==> config.mk <==
export PLATFORM = sky130hd
export DESIGN_NAME = cp_regs
export DESIGN_NICKNAME = d
export VERILOG_FILES = /design/src/sv/cp_pkg.sv /design/src/sv/cp_regs.sv
export SDC_FILE = /design/constraint.sdc
export NUM_CORES = 1
export LEC_CHECK = 0
export BUFFER_PORTS_ARGS = -buffer_cell sky130_fd_sc_hd__buf_4
export CAP_MARGIN = 10
export CORE_MARGIN = 4
export CORE_UTILIZATION = 50
export CTS_CLUSTER_SIZE = 14
export DETAILED_ROUTE_END_ITERATION = 6
export PLACE_DENSITY = 0.8
export SYNTH_ARGS = -nofsm -noshare
export SYNTH_HDL_FRONTEND = slang
export SYNTH_SLANG_ARGS = --single-unit
export TNS_END_PERCENT = 100
==> constraint.sdc <==
create_clock -name i_clk -period 2.7 [get_ports i_clk]
set_clock_uncertainty 0.05 [all_clocks]
set_input_delay 0.54 -clock i_clk [delete_from_list [all_inputs] [get_ports i_clk]]
set_output_delay 0.54 -clock i_clk [all_outputs]
set_load 0.03 [all_outputs]
==> src/sv/cp_pkg.sv <==
// Shared types, widths and codes for the collinearity projection block.
package cp_pkg;

    localparam int COORD_W = 32;
    localparam int ROT_W   = 16;
    localparam int FOC_W   = 24;
    localparam int PP_W    = 24;

    localparam int REG_N   = 8;
    localparam int DATA_W  = 64;
    localparam int ADDR_W  = $clog2(REG_N) + 3;

    // datapath widths
    localparam int DIFF_W  = COORD_W + 1;
    localparam int PROD_W  = ROT_W + DIFF_W;
    localparam int SUM_W   = PROD_W + 2;
    localparam int MAG_A_W = DIFF_W;
    localparam int MAG_N_W = SUM_W;
    localparam int NLO_W   = MAG_N_W / 2;
    localparam int NHI_W   = MAG_N_W - NLO_W;
    localparam int P_W     = MAG_A_W + MAG_N_W;
    localparam int QB      = COORD_W + 3;
    localparam int TOP_W   = P_W - QB;
    localparam int CMP_W   = (TOP_W > MAG_N_W) ? TOP_W : MAG_N_W;
    localparam int FIN_W   = QB + 2;

    // pipeline depth
    localparam int FRONT_LAT = 3;
    localparam int MD_LAT    = 4 + QB;
    localparam int TOT_LAT   = FRONT_LAT + MD_LAT + 1;

    typedef enum logic [2:0] {
        REG_ROT1, REG_ROT2, REG_ROT3, REG_CX, REG_CY, REG_CZ, REG_FOC, REG_PP
    } t_reg_idx;

    typedef enum logic {
        OP_PROJECT   = 1'b0,
        OP_INTERSECT = 1'b1
    } t_op;

    typedef enum logic [1:0] {
        ST_OK   = 2'd0,
        ST_ZERO = 2'd1,
        ST_SAT  = 2'd2
    } t_status;

    typedef struct packed {
        logic [3*ROT_W-1:0]         rot1;
        logic [3*ROT_W-1:0]         rot2;
        logic [3*ROT_W-1:0]         rot3;
        logic signed [COORD_W-1:0]  cx;
        logic signed [COORD_W-1:0]  cy;
        logic signed [COORD_W-1:0]  cz;
        logic [FOC_W-1:0]           foc;
        logic [2*PP_W-1:0]          pp;
    } t_cfg;

    typedef struct packed {
        t_op                        op;
        logic signed [COORD_W-1:0]  z;
        logic signed [DIFF_W-1:0]   dz;
        logic signed [SUM_W-1:0]    n1;
        logic signed [SUM_W-1:0]    n2;
        logic signed [SUM_W-1:0]    d;
    } t_front;

    typedef struct packed {
        t_op                        op;
        logic                       zero;
        logic [COORD_W-1:0]         z;
    } t_side;

    function automatic logic signed [ROT_W-1:0] rot_entry(input logic [3*ROT_W-1:0] row,
                                                          input int k);
        return row[k*ROT_W +: ROT_W];
    endfunction

endpackage

==> src/sv/cp_regs.sv <==
// Configuration register file behind the APB port.
module cp_regs (
    input  logic                        i_clk,
    input  logic                        i_rst_n,
    input  logic                        psel,
    input  logic                        penable,
    input  logic                        pwrite,
    input  logic [cp_pkg::ADDR_W-1:0]   paddr,
    input  logic [cp_pkg::DATA_W-1:0]   pwdata,
    output logic [cp_pkg::DATA_W-1:0]   prdata,
    output logic                        pready,
    output cp_pkg::t_cfg                o_cfg
);
    import cp_pkg::*;

    t_cfg     r_cfg;
    t_reg_idx w_idx;
    logic     w_wr;

    assign w_idx  = t_reg_idx'(paddr[ADDR_W-1:3]);
    assign w_wr   = psel && penable && pwrite;
    assign pready = 1'b1;
    assign o_cfg  = r_cfg;

    always_ff @(posedge i_clk) begin
        if (!i_rst_n) begin
            r_cfg.rot1 <= '0;
            r_cfg.rot2 <= '0;
            r_cfg.rot3 <= '0;
            r_cfg.cx   <= '0;
            r_cfg.cy   <= '0;
            r_cfg.cz   <= '0;
            r_cfg.foc  <= FOC_W'(1);
            r_cfg.pp   <= '0;
        end else if (w_wr) begin
            unique case (w_idx)
                REG_ROT1: r_cfg.rot1 <= pwdata[3*ROT_W-1:0];
                REG_ROT2: r_cfg.rot2 <= pwdata[3*ROT_W-1:0];
                REG_ROT3: r_cfg.rot3 <= pwdata[3*ROT_W-1:0];
                REG_CX:   r_cfg.cx   <= pwdata[COORD_W-1:0];
                REG_CY:   r_cfg.cy   <= pwdata[COORD_W-1:0];
                REG_CZ:   r_cfg.cz   <= pwdata[COORD_W-1:0];
                REG_FOC:  r_cfg.foc  <= pwdata[FOC_W-1:0];
                REG_PP:   r_cfg.pp   <= pwdata[2*PP_W-1:0];
            endcase
        end
    end

    always_comb begin
        unique case (w_idx)
            REG_ROT1: prdata = DATA_W'(r_cfg.rot1);
            REG_ROT2: prdata = DATA_W'(r_cfg.rot2);
            REG_ROT3: prdata = DATA_W'(r_cfg.rot3);
            REG_CX:   prdata = DATA_W'($unsigned(r_cfg.cx));
            REG_CY:   prdata = DATA_W'($unsigned(r_cfg.cy));
            REG_CZ:   prdata = DATA_W'($unsigned(r_cfg.cz));
            REG_FOC:  prdata = DATA_W'(r_cfg.foc);
            REG_PP:   prdata = DATA_W'(r_cfg.pp);
        endcase
    end

endmodule

; ---- Yosys cells after proc, flatten, opt, wreduce, memory -nomap -nowiden
; Index checks and enable logic that the tools add are counted.
[word_totals]
wordCells = 27
in_bits = 75
regBits = 312
out_inout_bits = 377
[op_classes]
eq_ne = 7
n_mux = 1
n_reduce_logical = 11
[ops]
columns = operator, n
row1 = case mux 64 bit (8 select lines), 1
row2 = AND reduction 2 bit, 8
row3 = equality test 3 bit (second input constant), 4
row4 = equality test 3 x 2 -> 1 bit (second input constant), 2
row5 = equality test 3 x 1 -> 1 bit (second input constant), 1
row6 = logical NOT 3 bit, 1
row7 = logical AND 1 bit, 2

; ---- Longest topological paths before layout
; Gate-level depths: netlist (run 1).
[logic_depth]
word_depth = 3
depth_mapped = 8
mapped_depth_nobuf = 4

; ---- Worst setup path after synthesis (run 1)
; OpenSTA, ideal clock, no wires.
[synth_path]
kind = input port to output port
start = in paddr[4] in the netlist's numbering
end = out prdata[25] in the netlist's numbering
path_slack_ps = 110
path_buffers = 4
t_arrival_ps = 2000
required_ps = 2110
cell_stages = 8
path_cell_list = buf_2 buf_2 buf_4 buf_2 nand3_1 o21ai_0 nand2_1 a21oi_1
[synth_via]
elab_chain_cells = 2
elab_cells_between_ends = 9
classes_between = 7 x eq/ne / 1 x mux / 1 x reduce/logical
[synth_rtl]
columns = element, line_no
row1 = "start, declared", cp_regs.sv:8  ; input logic [cp_pkg::ADDR_W-1:0] paddr,
row2 = "equality test 3 bit, or another cell as far along", cp_regs.sv:50  ; unique case (w_idx)
row3 = case mux 64 bit (8 select lines) (*), cp_regs.sv:50
row4 = "end, declared", cp_regs.sv:10  ; output logic [cp_pkg::DATA_W-1:0] prdata,
; Mark *: on every way between the ends. The rest lies on a longest branch, timed or not. The select of a mux whose other input is x is not followed.

; ---- Final worst setup path (run 1)
[layout_path]
start = in paddr[4] in the netlist's numbering
end = out prdata[14] in the netlist's numbering
; The elaborated chain is that of the path after synthesis.

==> impl_table.tex, run 1 <==
\begin{tabular}{lr}
\hline
Metric & Value \\
\hline
\multicolumn{2}{l}{\textbf{Run status}} \\
Run status & finished, final reports clean \\
\multicolumn{2}{l}{\textbf{Detailed routing}} \\
Wire per inst & $\sim$21 um \\
First-pass iteration count of the detailed router & 7 \\
Detailed Route Iter0 Violations & 1177 \\
DRC violations left & 0 \\
Routed wire length & 55.18 mm \\
Detailed-route vias per instance & approximately 5.7 \\
Antenna-violating nets left & 0 \\
Via total after detailed routing & 14760 \\
\multicolumn{2}{l}{\textbf{Placed design}} \\
I/O Buffers & between 400 and 500 \\
Instance area at placement & 17880 sq um \\
Detailed placer's ending HPWL & 38.07 mm \\
Worst setup timing slack at the placement stage & between 100 and 150 ps \\
DP Cell Count & 2539 \\
Weighted congestion at the end of routability-driven global placement & slightly above 0.9 \\
\multicolumn{2}{l}{\textbf{Critical path}} \\
Critical path endpoint category & output port \\
Worst flop-to-flop path endpoint & o\_cfg[87]\$\_SDFFE\_PN0P\_ \\
Number of cells on the worst reg-to-reg path & 2 \\
Worst R2R Start & o\_cfg[87]\$\_SDFFE\_PN0P\_ \\
Worst setup slack for register-to-register paths & 1860 ps \\
Critical Path Source Type & primary input \\
Longest individual stage delay on the worst path & 290 ps \\
Slowest CP cell & a221oi\_1 \\
Required @ worst endpoint & 2110 ps \\
Maximum fanout along the worst path & 8 \\
Critical path's most frequent cell & buf\_4 \\
Crit path DAT & $\sim$2000 ps \\
Critical path class & primary input to output port \\
Worst-path cell chain & buf\_4 -> buf\_4 -> buf\_4 -> mux2i\_1 -> a221oi\_1 -> a221oi\_1 -> nor2\_1 -> buf\_4 \\
\multicolumn{2}{l}{\textbf{STA}} \\
Post-route minimum period & 2590 ps \\
Normalized max-slew margin & approximately 40\% \\
Setup slack of the critical path after layout & approximately 110 ps \\
Post-route setup TNS & 0 ps \\
Unrepaired setup endpoints after global routing & no \\
Number of endpoints with negative hold slack in the final report & 0 \\
WHS & about 260 ps \\
Max Transition Viols Final & 0 \\
Timing-limited maximum frequency & roughly 0.39 GHz \\
Transition time at the pin with the least slew margin & 910.8 ps \\
Count of final setup violators & 0 \\
Fin crit share & 95.94\% \\
\multicolumn{2}{l}{\textbf{Hold path}} \\
Beginning of the worst hold path & pwdata[36] \\
Number of cells on the worst hold path & 3 \\
End of the worst hold path & o\_cfg[36]\$\_SDFFE\_PN0P\_ \\
Hold Crit Class & primary input to flip-flop \\
\multicolumn{2}{l}{\textbf{Logic synthesis}} \\
Post-synthesis area per instance & 7.781 sq um \\
Number of synthesis warnings & 0 \\
Post-synthesis cell area & 14360 sq um \\
Distinct cell type count of the synthesized netlist & 38 \\
Number of cells produced by synthesis & 1846 \\
\#FFs+latches synth & about 310 \\
Sequential element share of the synthesized area & a little over two fifths \\
\multicolumn{2}{l}{\textbf{Final layout}} \\
Net total in the final layout & 2272 \\
Area added between synthesis and finish & 32.09\% \\
Number of non-filler instances in the completed layout & about 2600 \\
Diode insertion count for antenna repair & 0 \\
Share of final-layout standard cells stronger than drive strength 1 & approximately 25\% \\
Summed area of non-filler cells in the final layout & 18970 sq um \\
End-of-flow core utilization & 67.55\% \\
Most frequent cells in the layout & nand2\_1, buf\_4, dfxtp\_1, a21boi\_1, nor2\_1 \\
Max FFs per register & 312 \\
Most frequent standard cell in the layout excluding fill and tap cells & nand2\_1 \\
\multicolumn{2}{l}{\textbf{Floorplan}} \\
Total Die Area & about 32000 sq um \\
Die boundary width & 177.5 um \\
Chip height & roughly 180 um \\
Row count & 61 \\
Initial cell density of the core & 51.14\% \\
Io pins & 452 \\
Placeable core region & between 20000 and 30000 sq um \\
\multicolumn{2}{l}{\textbf{Clocking}} \\
H-tree depth & 2 \\
Insertion delay to the later sink of the worst-skew pair & 490 ps \\
Clk sink count & about 310 \\
Clk root buf & clkbuf\_16 \\
Number of buffers created by CTS & 34 \\
Buffers inserted by post-CTS timing repair & 0 \\
Maximum clock insertion buffer count & 3 \\
Register clock-pin slew on the reported worst setup and hold paths & $\sim$60 ps \\
TritonCTS clock tree & yes \\
\multicolumn{2}{l}{\textbf{Pwr}} \\
Sum of internal, switching and leakage power & slightly above 10 mW \\
Max rail drop VDD & 0.4210 mV \\
Total leakage power & 7.677 nW \\
Power density over cell area & around 540 nW/um\^{}2 \\
\multicolumn{2}{l}{\textbf{Global route}} \\
Number of global-route vias before repair & 14250 \\
Pin count of the biggest net entering global routing & 88 \\
Total routing usage reported by global routing & 33.22\% \\
Wire length of the first global-routing pass & 82.21 mm \\
Initial antenna violation count & 0 \\
Remaining Overflow, GRT & 0 \\
\multicolumn{2}{l}{\textbf{Job}} \\
Max-cap check violation count & 0 \\
\hline
\end{tabular}
[routing by layer]
metal / track usage (%) / share of wire [%] / routed length, um
met1: 40.37 / 38 / 20770
met2: 55.00 / 47 / 25910
met3: 9.565 / 11 / 5913
met4: 14.34 / 4.7 / 2588
met5: 0 / 0 / 0
[how the worst max path moves through the flow]
stage / from / endpoint
floorplan: paddr[4] / prdata[25]
global placement: paddr[3] / prdata[31]
detailed placement: paddr[3] / prdata[31]
CTS: paddr[3] / prdata[31]
global route: paddr[4] / prdata[14]
finish: paddr[4] / prdata[14]
[critical path, delay by kind of cell]
kind                   cells  cell delay (ps)
buffers and inverters      4              760
multiplexers               1              220
AO/OA/AOI/OAI              2              390
AND/OR/NAND/NOR            1               80
[cell type report]
class / instances / area [sq um]
Fill cell: 2355 / 9114
Sequential cell: 312 / 6246
Timing Repair Buffer: 483 / 3784
Clock inverter: 9 / 77.57
Multi-Input combinational cell: 1321 / 7212
Tap cell: 378 / 473.0
Inverter: 45 / 168.9
Clock buffer: 50 / 1012
[synth_stat cells]
| cell type | instances | share of area [%] |
|---|---|---|
| a222oi_1 | 2 | 0.14 |
| nor2_2 | 2 | 0.087 |
| buf_4 | 22 | 1.1 |
| buf_2 | 77 | 2.7 |
| o22ai_1 | 8 | 0.35 |
| dfxtp_1 | 312 | 43 |
| a21oi_1 | 47 | 1.6 |
| a21boi_1 | 279 | 15 |
| or3_1 | 2 | 0.087 |
| nor2_1 | 73 | 1.9 |
| o22a_1 | 5 | 0.30 |
| mux2i_1 | 52 | 3.6 |
| or2_1 | 3 | 0.13 |
| a22oi_1 | 6 | 0.31 |
| and4b_1 | 1 | 0.070 |
| nor2b_1 | 27 | 1.2 |
| nand2_1 | 653 | 17 |
| inv_1 | 44 | 1.1 |
| nor3_1 | 1 | 0.035 |
| inv_2 | 1 | 0.026 |
| a221oi_1 | 40 | 2.4 |
| nor3_2 | 1 | 0.070 |
| and2_1 | 1 | 0.044 |
| buf_1 | 2 | 0.052 |
| a22o_1 | 6 | 0.37 |
| o2bb2ai_1 | 22 | 1.3 |
| conb_1 | 2 | 0.052 |
| o21ai_0 | 24 | 0.84 |
| nand2b_1 | 8 | 0.35 |
| mux2_2 | 1 | 0.078 |
| a32oi_1 | 2 | 0.12 |
| a32o_1 | 1 | 0.070 |
| nand4_2 | 1 | 0.087 |
| clkbuf_2 | 1 | 0.035 |
| nand3_1 | 3 | 0.10 |
| nand4b_4 | 1 | 0.17 |
| a21boi_0 | 32 | 1.7 |
| clkbuf_1 | 81 | 2.1 |
[logic make-up (layout without fill, tap and decap cells)]
group | after synthesis | count (layout) | synth area share (%)
AO/OA/AOI/OAI | 474 | 474 | 24.17
buffers and inverters | 228 | 587 | 7.213
flip-flops | 312 | 312 | 43.48
multiplexers | 53 | 53 | 3.702
other | 2 | 17 | 0.05228
AND/OR/NAND/NOR | 777 | 777 | 21.38
[report_power, final]
part / total (mW) / switching, mW / internal [mW] / leakage (nW)
Sequential: 4.67 / 0.0311 / 4.64 / 2.51
Clock: 4.58 / 1.88 / 2.70 / 0.543
Combinational: 0.982 / 0.623 / 0.359 / 4.62
[timing repair]
action | 4_1_cts | 5_1_grt
hold buffers | 0 | 0
endpoints found under the setup margin | 0 | 1
gates resized for setup | 0 | 1
endpoints found under the hold margin | 0 | 0
Note: power is estimated with default switching activity, not from simulation.
==> inputs of run 2 (changes only) <==
PLACE_DENSITY = unset   (was 0.8)
PLACE_DENSITY_LB_ADDON = 0.15   (was unset)
==> run 2 against run 1 <==
  * Core utilization is 0.59 points higher
  * Critical path depth up 1
  * Sequential share of layout area decreased by 0.28 points
  * Sequential power barely moved
  * Worst hold slack worse by 8.6 ps
  * Critical endpoint is now prdata[18]
==> impl_table.tex, run 2 (synthesized netlist as in run 1, its figures left out) <==
\begin{tabular}{lr}
\hline
Metric & Value \\
\hline
\multicolumn{2}{l}{\textbf{Run status}} \\
Run status & finished, final reports clean (unchanged) \\
\multicolumn{2}{l}{\textbf{Critical path}} \\
Longest individual stage delay on the worst path & 300 ps (was 290 ps) \\
Critical Path Source Type & primary input (unchanged) \\
Critical path endpoint category & output port (unchanged) \\
Maximum fanout along the worst path & 15 (was 8) \\
Family with the most delay on the worst path & buffers and inverters (unchanged) \\
Critical path class & primary input to output port (unchanged) \\
Worst setup slack for register-to-register paths & 1860 ps (about the same) \\
Worst flop-to-flop path endpoint & o\_cfg[31]\$\_SDFFE\_PN0P\_ (was o\_cfg[87]\$\_SDFFE\_PN0P\_) \\
Worst R2R Start & o\_cfg[31]\$\_SDFFE\_PN0P\_ (was o\_cfg[87]\$\_SDFFE\_PN0P\_) \\
Slowest CP cell & a221oi\_1 (unchanged) \\
Crit path DAT & 2070 ps (was 2000 ps) \\
Number of cells on the worst reg-to-reg path & 2 (unchanged) \\
Critical path buffer and inverter count & 5 (was 4) \\
Critical path's most frequent cell & buf\_4 (unchanged) \\
Required @ worst endpoint & 2110 ps (about the same) \\
Worst-path cell chain & buf\_4 -> buf\_4 -> nor2b\_4 -> buf\_4 -> clkbuf\_16 -> o2bb2ai\_1 -> a221oi\_1 -> nor2\_1 -> buf\_4 (was buf\_4 -> buf\_4 -> buf\_4 -> mux2i\_1 -> a221oi\_1 -> a221oi\_1 -> nor2\_1 -> buf\_4) \\
\multicolumn{2}{l}{\textbf{Placed design}} \\
DP Cell Count & 2537 (was 2539) \\
Worst setup timing slack at the placement stage & -300.1 ps (was 101.6 ps) \\
Weighted congestion at the end of routability-driven global placement & 0.8960 (was 0.9088) \\
I/O Buffers & 415 (unchanged) \\
Detailed placer's ending HPWL & 37.08 mm (was 38.07 mm) \\
\multicolumn{2}{l}{\textbf{Pwr}} \\
Internal power component & 7.767 mW (was 7.691 mW) \\
Fraction of power spent switching nets & 24.55\% (was 24.81\%) \\
Relative contribution of sequential cells to total power & 45.4\% (was 45.6\%) \\
Share of total power in combinational logic & 9.7\% (was 9.6\%) \\
Power density over cell area & 537.9 nW/um\^{}2 (was 539.1 nW/um\^{}2) \\
Max rail drop VDD & 0.4074 mV (was 0.4210 mV) \\
Part of the power in the clock network & 44.9\% (was 44.8\%) \\
Total leakage power & 7.722 nW (was 7.677 nW) \\
NetSw & 2.527 mW (was 2.537 mW) \\
\multicolumn{2}{l}{\textbf{STA}} \\
Max Transition Viols Final & 0 (unchanged) \\
Post-route setup TNS & 0 ps (unchanged) \\
Count of final setup violators & 0 (unchanged) \\
Fin crit share & 98.35\% (was 95.94\%) \\
Post-route minimum period & 2655 ps (was 2590 ps) \\
Normalized max-slew margin & 39.58\% (was 39.28\%) \\
Setup slack of the critical path after layout & 44.53 ps (was 109.8 ps) \\
Timing-limited maximum frequency & 0.3766 GHz (was 0.3861 GHz) \\
Unrepaired setup endpoints after global routing & yes (was no) \\
Transition time at the pin with the least slew margin & 906.2 ps (was 910.8 ps) \\
Number of endpoints with negative hold slack in the final report & 0 (unchanged) \\
WHS & 247.2 ps (was 255.8 ps) \\
\multicolumn{2}{l}{\textbf{Global route}} \\
Total routing usage reported by global routing & 33.22\% (about the same) \\
Initial antenna violation count & 2 (was 0) \\
Number of global-route vias before repair & 13850 (was 14250) \\
Remaining Overflow, GRT & 0 (unchanged) \\
Pin count of the biggest net entering global routing & 81 (was 88) \\
Wire length of the first global-routing pass & 82.24 mm (was 82.21 mm) \\
\multicolumn{2}{l}{\textbf{Floorplan}} \\
Die boundary width & 177.5 um (unchanged) \\
Chip height & 177.5 um (unchanged) \\
Total Die Area & 31500 sq um (unchanged) \\
Placeable core region & 28090 sq um (unchanged) \\
Io pins & 452 (unchanged) \\
Row count & 61 (unchanged) \\
Initial cell density of the core & 51.14\% (unchanged) \\
\multicolumn{2}{l}{\textbf{Final layout}} \\
Max FFs per register & 312 (unchanged) \\
Number of non-filler instances in the completed layout & 2604 (was 2598) \\
Area added between synthesis and finish & 33.24\% (was 32.09\%) \\
FILL cells & 2371 (was 2355) \\
Most frequent cells in the layout & nand2\_1, buf\_4, dfxtp\_1, a21boi\_1, nor2\_1 (unchanged) \\
Most frequent standard cell in the layout excluding fill and tap cells & nand2\_1 (unchanged) \\
Net total in the final layout & 2275 (was 2272) \\
Share of final-layout standard cells stronger than drive strength 1 & 25.22\% (was 25.09\%) \\
\multicolumn{2}{l}{\textbf{Job}} \\
Max-cap check violation count & 0 (unchanged) \\
\multicolumn{2}{l}{\textbf{Hold path}} \\
Beginning of the worst hold path & pwdata[39] (was pwdata[36]) \\
Number of cells on the worst hold path & 3 (unchanged) \\
End of the worst hold path & o\_cfg[255]\$\_SDFFE\_PN0P\_ (was o\_cfg[36]\$\_SDFFE\_PN0P\_) \\
Hold Crit Class & primary input to flip-flop (unchanged) \\
\multicolumn{2}{l}{\textbf{Detailed routing}} \\
Routed wire length & 55.17 mm (was 55.18 mm) \\
Wire per inst & 21.19 um (was 21.24 um) \\
Antenna-violating nets left & 0 (unchanged) \\
Detailed-route vias per instance & 5.622 (was 5.681) \\
First-pass iteration count of the detailed router & 5 (was 7) \\
Detailed Route Iter0 Violations & 1126 (was 1177) \\
Via total after detailed routing & 14640 (was 14760) \\
DRC violations left & 0 (unchanged) \\
\multicolumn{2}{l}{\textbf{Clocking}} \\
H-tree depth & 2 (unchanged) \\
Register clock-pin slew on the reported worst setup and hold paths & 60 ps (about the same) \\
Maximum clock insertion buffer count & 3 (unchanged) \\
TritonCTS clock tree & yes (unchanged) \\
Number of buffers created by CTS & 35 (was 34) \\
Insertion delay to the later sink of the worst-skew pair & 500 ps (was 490 ps) \\
Clk root buf & clkbuf\_16 (unchanged) \\
Clk sink count & 312 (unchanged) \\
Cts hold-fix bufs & 0 (unchanged) \\
\hline
\end{tabular}
[run 2: changes by cell type in the layout (fill, tap and decap cells not counted), moves of 2 or more]
cell,change
a221oi_1,-4
a221oi_2,+4
buf_12,+3
buf_4,-7
buf_6,+4
clkbuf_1,+6
clkbuf_16,+4
clkinv_2,-5
diode_2,+2
[run 2: how the worst max path moves through the flow]
stage / from / to / slack, ps / cells past startpoint
3_5_place_dp: paddr[5] / prdata[0] / -300 / 6
3_3_place_gp: paddr[5] / prdata[0] / -260 / 6
6_report: paddr[4] / prdata[18] / 40 / 9
5_1_grt: paddr[4] / prdata[17] / -20 / 9
4_1_cts: paddr[4] / prdata[17] / 40 / 8
2_1_floorplan: paddr[4] / prdata[25] / 110 / 8
[run 2: worst register-to-register path, delay by kind of cell, from the launching register on]
kind	cells	cell delay, ps
DFF	1	450
AOI/OAI and AO/OA	1	170
and+or+nand+nor	1	90
[run 2: power groups by stage]
stage | Clock [mW] | Sequential [mW] | Combinational, mW
after floorplan | 0 | 4.83 | 0.538
after global placement | 0 | 4.77 | 0.960
after detailed placement | 0 | 4.77 | 0.969
after CTS | 4.66 | 4.67 | 0.974
after global routing | 4.86 | 4.67 | 1.06
final | 4.62 | 4.67 | 1.00
[run 2: repair_timing]
action                                  in CTS  in global routing
endpoints found under the setup margin      21                 16
gates cloned                                 0                  2
buffers inserted                             0                  2
gates resized for setup                      3                  8
[run 2: metrics by stage]
stage / util, % / power [mW] / area (sq um)
finish: 68.14 / 10.29 / 19140
CTS: 67.75 / 10.30 / 19030
global route: 68.14 / 10.59 / 19140
detailed placement: 63.75 / 5.739 / 17900
global placement: 63.75 / 5.729 / 17900
floorplan: - / 5.366 / 14420
[run 2: area by class of cell]
class | count | area [sq um] | share of cell area [%]
Sequential cell | 312 | 6246 | 32.64
Clock buffer | 59 | 1099 | 5.740
Tap cell | 378 | 473.0 | 2.471
Inverter | 45 | 168.9 | 0.8826
Timing Repair Buffer | 485 | 3886 | 20.31
Antenna cell | 2 | 5.005 | 0.02615
Clock inverter | 2 | 13.76 | 0.07191
Multi-Input combinational cell | 1321 | 7247 | 37.87
[run 2: per-layer routing]
metal  global-route usage [%]  share of wire, %
met4                    13.54               4.4
met5                        0                 0
met2                    55.69                47
met1                    41.29                39
met3                    7.691               9.7
==> inputs of run 3 (changes only) <==
ABC_AREA = 1   (was unset)
SLEW_MARGIN = 40   (was unset)
==> run 3 against run 2 <==
  * Power rose by 4.0%
  * Combinational power about the same
  * Critical path depth unchanged
  * Maximum frequency grew 4.1%
  * Critical path type unchanged
==> impl_table.tex, run 3 <==
\begin{tabular}{lr}
\hline
Metric & Value \\
\hline
\multicolumn{2}{l}{\textbf{Critical path}} \\
Worst setup path startpoint & paddr[5] (was paddr[4]) \\
Slowest CP cell & buf\_12 (was a221oi\_1) \\
Worst R2R Start & o\_cfg[277]\$\_SDFFE\_PN0P\_ (was o\_cfg[31]\$\_SDFFE\_PN0P\_) \\
Worst-path cell chain & buf\_4 -> clkinv\_2 -> buf\_12 -> nand3\_4 -> inv\_1 -> buf\_4 -> nand2\_1 -> nand4\_1 -> buf\_4 (was buf\_4 -> buf\_4 -> nor2b\_4 -> buf\_4 -> clkbuf\_16 -> o2bb2ai\_1 -> a221oi\_1 -> nor2\_1 -> buf\_4) \\
Critical path class & primary input to output port (unchanged) \\
Critical path's most frequent cell & buf\_4 (unchanged) \\
Required @ worst endpoint & 2110 ps (about the same) \\
Number of cells on the worst reg-to-reg path & 2 (unchanged) \\
Longest individual stage delay on the worst path & 300 ps (about the same) \\
Crit path DAT & 1960 ps (was 2070 ps) \\
Worst flop-to-flop path endpoint & o\_cfg[277]\$\_SDFFE\_PN0P\_ (was o\_cfg[31]\$\_SDFFE\_PN0P\_) \\
Maximum fanout along the worst path & 65 (was 15) \\
Critical path endpoint category & output port (unchanged) \\
Critical Path Source Type & primary input (unchanged) \\
Worst setup slack for register-to-register paths & 1880 ps (was 1860 ps) \\
Timing endpoint of the critical path & prdata[42] (was prdata[18]) \\
\multicolumn{2}{l}{\textbf{Hold path}} \\
Hold Crit Class & primary input to flip-flop (unchanged) \\
Beginning of the worst hold path & pwdata[44] (was pwdata[39]) \\
\multicolumn{2}{l}{\textbf{Detailed routing}} \\
First-pass iteration count of the detailed router & 5 (unchanged) \\
DRC violations left & 0 (unchanged) \\
Detailed-route vias per instance & 5.879 (was 5.622) \\
Antenna-violating nets left & 0 (unchanged) \\
Wire per inst & 20.98 um (was 21.19 um) \\
Routed wire length & 57.93 mm (was 55.17 mm) \\
Via total after detailed routing & 16230 (was 14640) \\
Detailed Route Iter0 Violations & 1984 (was 1126) \\
\multicolumn{2}{l}{\textbf{Clocking}} \\
Maximum clock insertion buffer count & 3 (unchanged) \\
Number of buffers created by CTS & 35 (unchanged) \\
Clk sink count & 312 (unchanged) \\
Buffers inserted by post-CTS timing repair & 0 (unchanged) \\
H-tree depth & 2 (unchanged) \\
Cts hold-fix bufs & 0 (unchanged) \\
Register clock-pin slew on the reported worst setup and hold paths & 60 ps (about the same) \\
TritonCTS clock tree & yes (unchanged) \\
Clk root buf & clkbuf\_16 (unchanged) \\
Post-CTS Resized & 0 (was 3) \\
Insertion delay to the later sink of the worst-skew pair & 510 ps (was 500 ps) \\
\multicolumn{2}{l}{\textbf{STA}} \\
Timing-limited maximum frequency & 0.3921 GHz (was 0.3766 GHz) \\
Number of endpoints with negative hold slack in the final report & 0 (unchanged) \\
Post-route minimum period & 2550 ps (was 2655 ps) \\
Max Transition Viols Final & 0 (unchanged) \\
Unrepaired setup endpoints after global routing & no (was yes) \\
Fin crit share & 94.46\% (was 98.35\%) \\
Post-route setup TNS & 0 ps (unchanged) \\
Transition time at the pin with the least slew margin & 751.2 ps (was 906.2 ps) \\
Normalized max-slew margin & 49.92\% (was 39.58\%) \\
Count of final setup violators & 0 (unchanged) \\
\multicolumn{2}{l}{\textbf{Global route}} \\
Remaining Overflow, GRT & 0 (unchanged) \\
Initial antenna violation count & 0 (was 2) \\
Number of global-route vias before repair & 14640 (was 13850) \\
Wire length of the first global-routing pass & 87.00 mm (was 82.24 mm) \\
Pin count of the biggest net entering global routing & 78 (was 81) \\
Total routing usage reported by global routing & 34.87\% (was 33.22\%) \\
\multicolumn{2}{l}{\textbf{Final layout}} \\
Sequential cell area & 6246 sq um (unchanged) \\
Max FFs per register & 312 (unchanged) \\
Net total in the final layout & 2433 (was 2275) \\
Area of the multi-input gates & 6837 sq um (was 7247 sq um) \\
Diode insertion count for antenna repair & 0 (was 2) \\
Summed area of non-filler cells in the final layout & 18680 sq um (was 19140 sq um) \\
FILL cells & 2435 (was 2371) \\
Most frequent cells in the layout & nor2\_1, buf\_4, dfxtp\_1, o21ai\_0, nor3\_1 (was nand2\_1, buf\_4, dfxtp\_1, a21boi\_1, nor2\_1) \\
Share of final-layout standard cells stronger than drive strength 1 & 23.37\% (was 25.22\%) \\
Area added between synthesis and finish & 30.94\% (was 33.24\%) \\
Most frequent standard cell in the layout excluding fill and tap cells & nor2\_1 (was nand2\_1) \\
\multicolumn{2}{l}{\textbf{Floorplan}} \\
Row count & 61 (unchanged) \\
Total Die Area & 31290 sq um (was 31500 sq um) \\
Placeable core region & 27930 sq um (was 28090 sq um) \\
Chip height & 176.9 um (was 177.5 um) \\
Initial cell density of the core & 51.06\% (was 51.14\%) \\
Die boundary width & 176.9 um (was 177.5 um) \\
Io pins & 452 (unchanged) \\
\multicolumn{2}{l}{\textbf{Pwr}} \\
Total leakage power & 8.625 nW (was 7.722 nW) \\
Max rail drop VDD & 0.4356 mV (was 0.4074 mV) \\
Sum of internal, switching and leakage power & 10.71 mW (was 10.29 mW) \\
Power density over cell area & 573.3 nW/um\^{}2 (was 537.9 nW/um\^{}2) \\
\multicolumn{2}{l}{\textbf{Placed design}} \\
I/O Buffers & 415 (unchanged) \\
Instance area at placement & 17460 sq um (was 17900 sq um) \\
Weighted congestion at the end of routability-driven global placement & 0.9641 (was 0.8960) \\
Detailed placer's ending HPWL & 39.47 mm (was 37.08 mm) \\
\multicolumn{2}{l}{\textbf{Logic synthesis}} \\
Post-synth top area share & 43.79\% (was 43.48\%) \\
Main area contributors after synthesis & dfxtp\_1, nor2\_1, o21ai\_0, nor3\_1, nand4\_1 (was dfxtp\_1, nand2\_1, a21boi\_1, mux2i\_1, buf\_2) \\
Most repeated cell in the gate-level netlist after synthesis & nor2\_1 (was nand2\_1) \\
Post-synthesis area per instance & 6.937 sq um (was 7.781 sq um) \\
Ys flop type & dfxtp\_1 (unchanged) \\
Number of cells produced by synthesis & 2056 (was 1846) \\
Post-synthesis async set-or-reset flop share & 0\% (unchanged) \\
Leading post-synthesis cells by instance count & nor2\_1, dfxtp\_1, o21ai\_0, nor3\_1, nand2\_1 (was nand2\_1, dfxtp\_1, a21boi\_1, clkbuf\_1, buf\_2) \\
Number of synthesis warnings & 0 (unchanged) \\
Post-synthesis cell area & 14260 sq um (was 14360 sq um) \\
Sequential element share of the synthesized area & 43.79\% (was 43.48\%) \\
\#FFs+latches synth & 312 (unchanged) \\
Distinct cell type count of the synthesized netlist & 24 (was 38) \\
Post-synthesis cell type with the largest combined area & dfxtp\_1 (unchanged) \\
Number of synthesized flops with an enable pin & 0 (unchanged) \\
\multicolumn{2}{l}{\textbf{Job}} \\
Max-cap check violation count & 0 (unchanged) \\
\multicolumn{2}{l}{\textbf{Run status}} \\
Run status & finished, final reports clean (unchanged) \\
\hline
\end{tabular}
## run 3: how the worst min path moves through the flow
| stage | to | slack, ps | depth (start not counted) |
|---|---|---|---|
| after floorplan | o_cfg[48]$_SDFFE_PN1P_ | 580 | 2 |
| after global placement | o_cfg[245]$_SDFFE_PN0P_ | 450 | 2 |
| after detailed placement | o_cfg[272]$_SDFFE_PN0P_ | 460 | 2 |
| after CTS | o_cfg[44]$_SDFFE_PN0P_ | 230 | 3 |
| after global routing | o_cfg[207]$_SDFFE_PN0P_ | 250 | 3 |
| final | o_cfg[44]$_SDFFE_PN0P_ | 240 | 3 |
## run 3: layout make-up
type | instances | share of cell area (%)
clock buffer | 53 | 5.815
clock inverter | 9 | 0.6834
inverter | 48 | 0.9849
multi-input combinational | 1484 | 36.61
sequential | 312 | 33.45
tap | 378 | 2.532
timing repair buffer | 477 | 19.93
## run 3: report_power, final
part / switching (mW) / internal (mW)
sequential: 0.0517 / 4.66
clock: 1.93 / 3.07
combinational: 0.728 / 0.265
total: 2.71 / 8.00
## run 3: worst max-delay path: cells and delay by family
kind	cells	cell delay (ps)
simple gates	3	310
buf+inv	6	1080
## run 3: cells by family (layout without fill, tap and decap cells)
kind of cell	count (synthesis)	count (layout)	synth area share, %
flops	312	312	43.79
buf+inv	275	587	8.878
other cells	2	17	0.05266
compound gates	312	312	10.97
simple gates	1155	1155	36.31
## run 3: through the flow
step                      instances  utilization (%)  hold slack (ps)  worst slack [ps]
after global routing           2761            66.85            247.5             55.27
after floorplan                2071                -            583.6             395.9
after CTS                      2761            66.85            227.6             163.1
after global placement         2699            62.50            454.6             216.0
final                          2761            66.85            241.8             149.7
after detailed placement       2699            62.51            462.9             164.6
## run 3: metal layers
layer | vias up | global-route usage, % | wire (um)
met5 | - | 0 | 0
met4 | 0 | 11.32 | 2076
met3 | 108 | 9.977 | 7220
met2 | 1050 | 53.90 | 25620
met1 | 7612 | 47.31 | 23020
li1 | 7462 | - | -
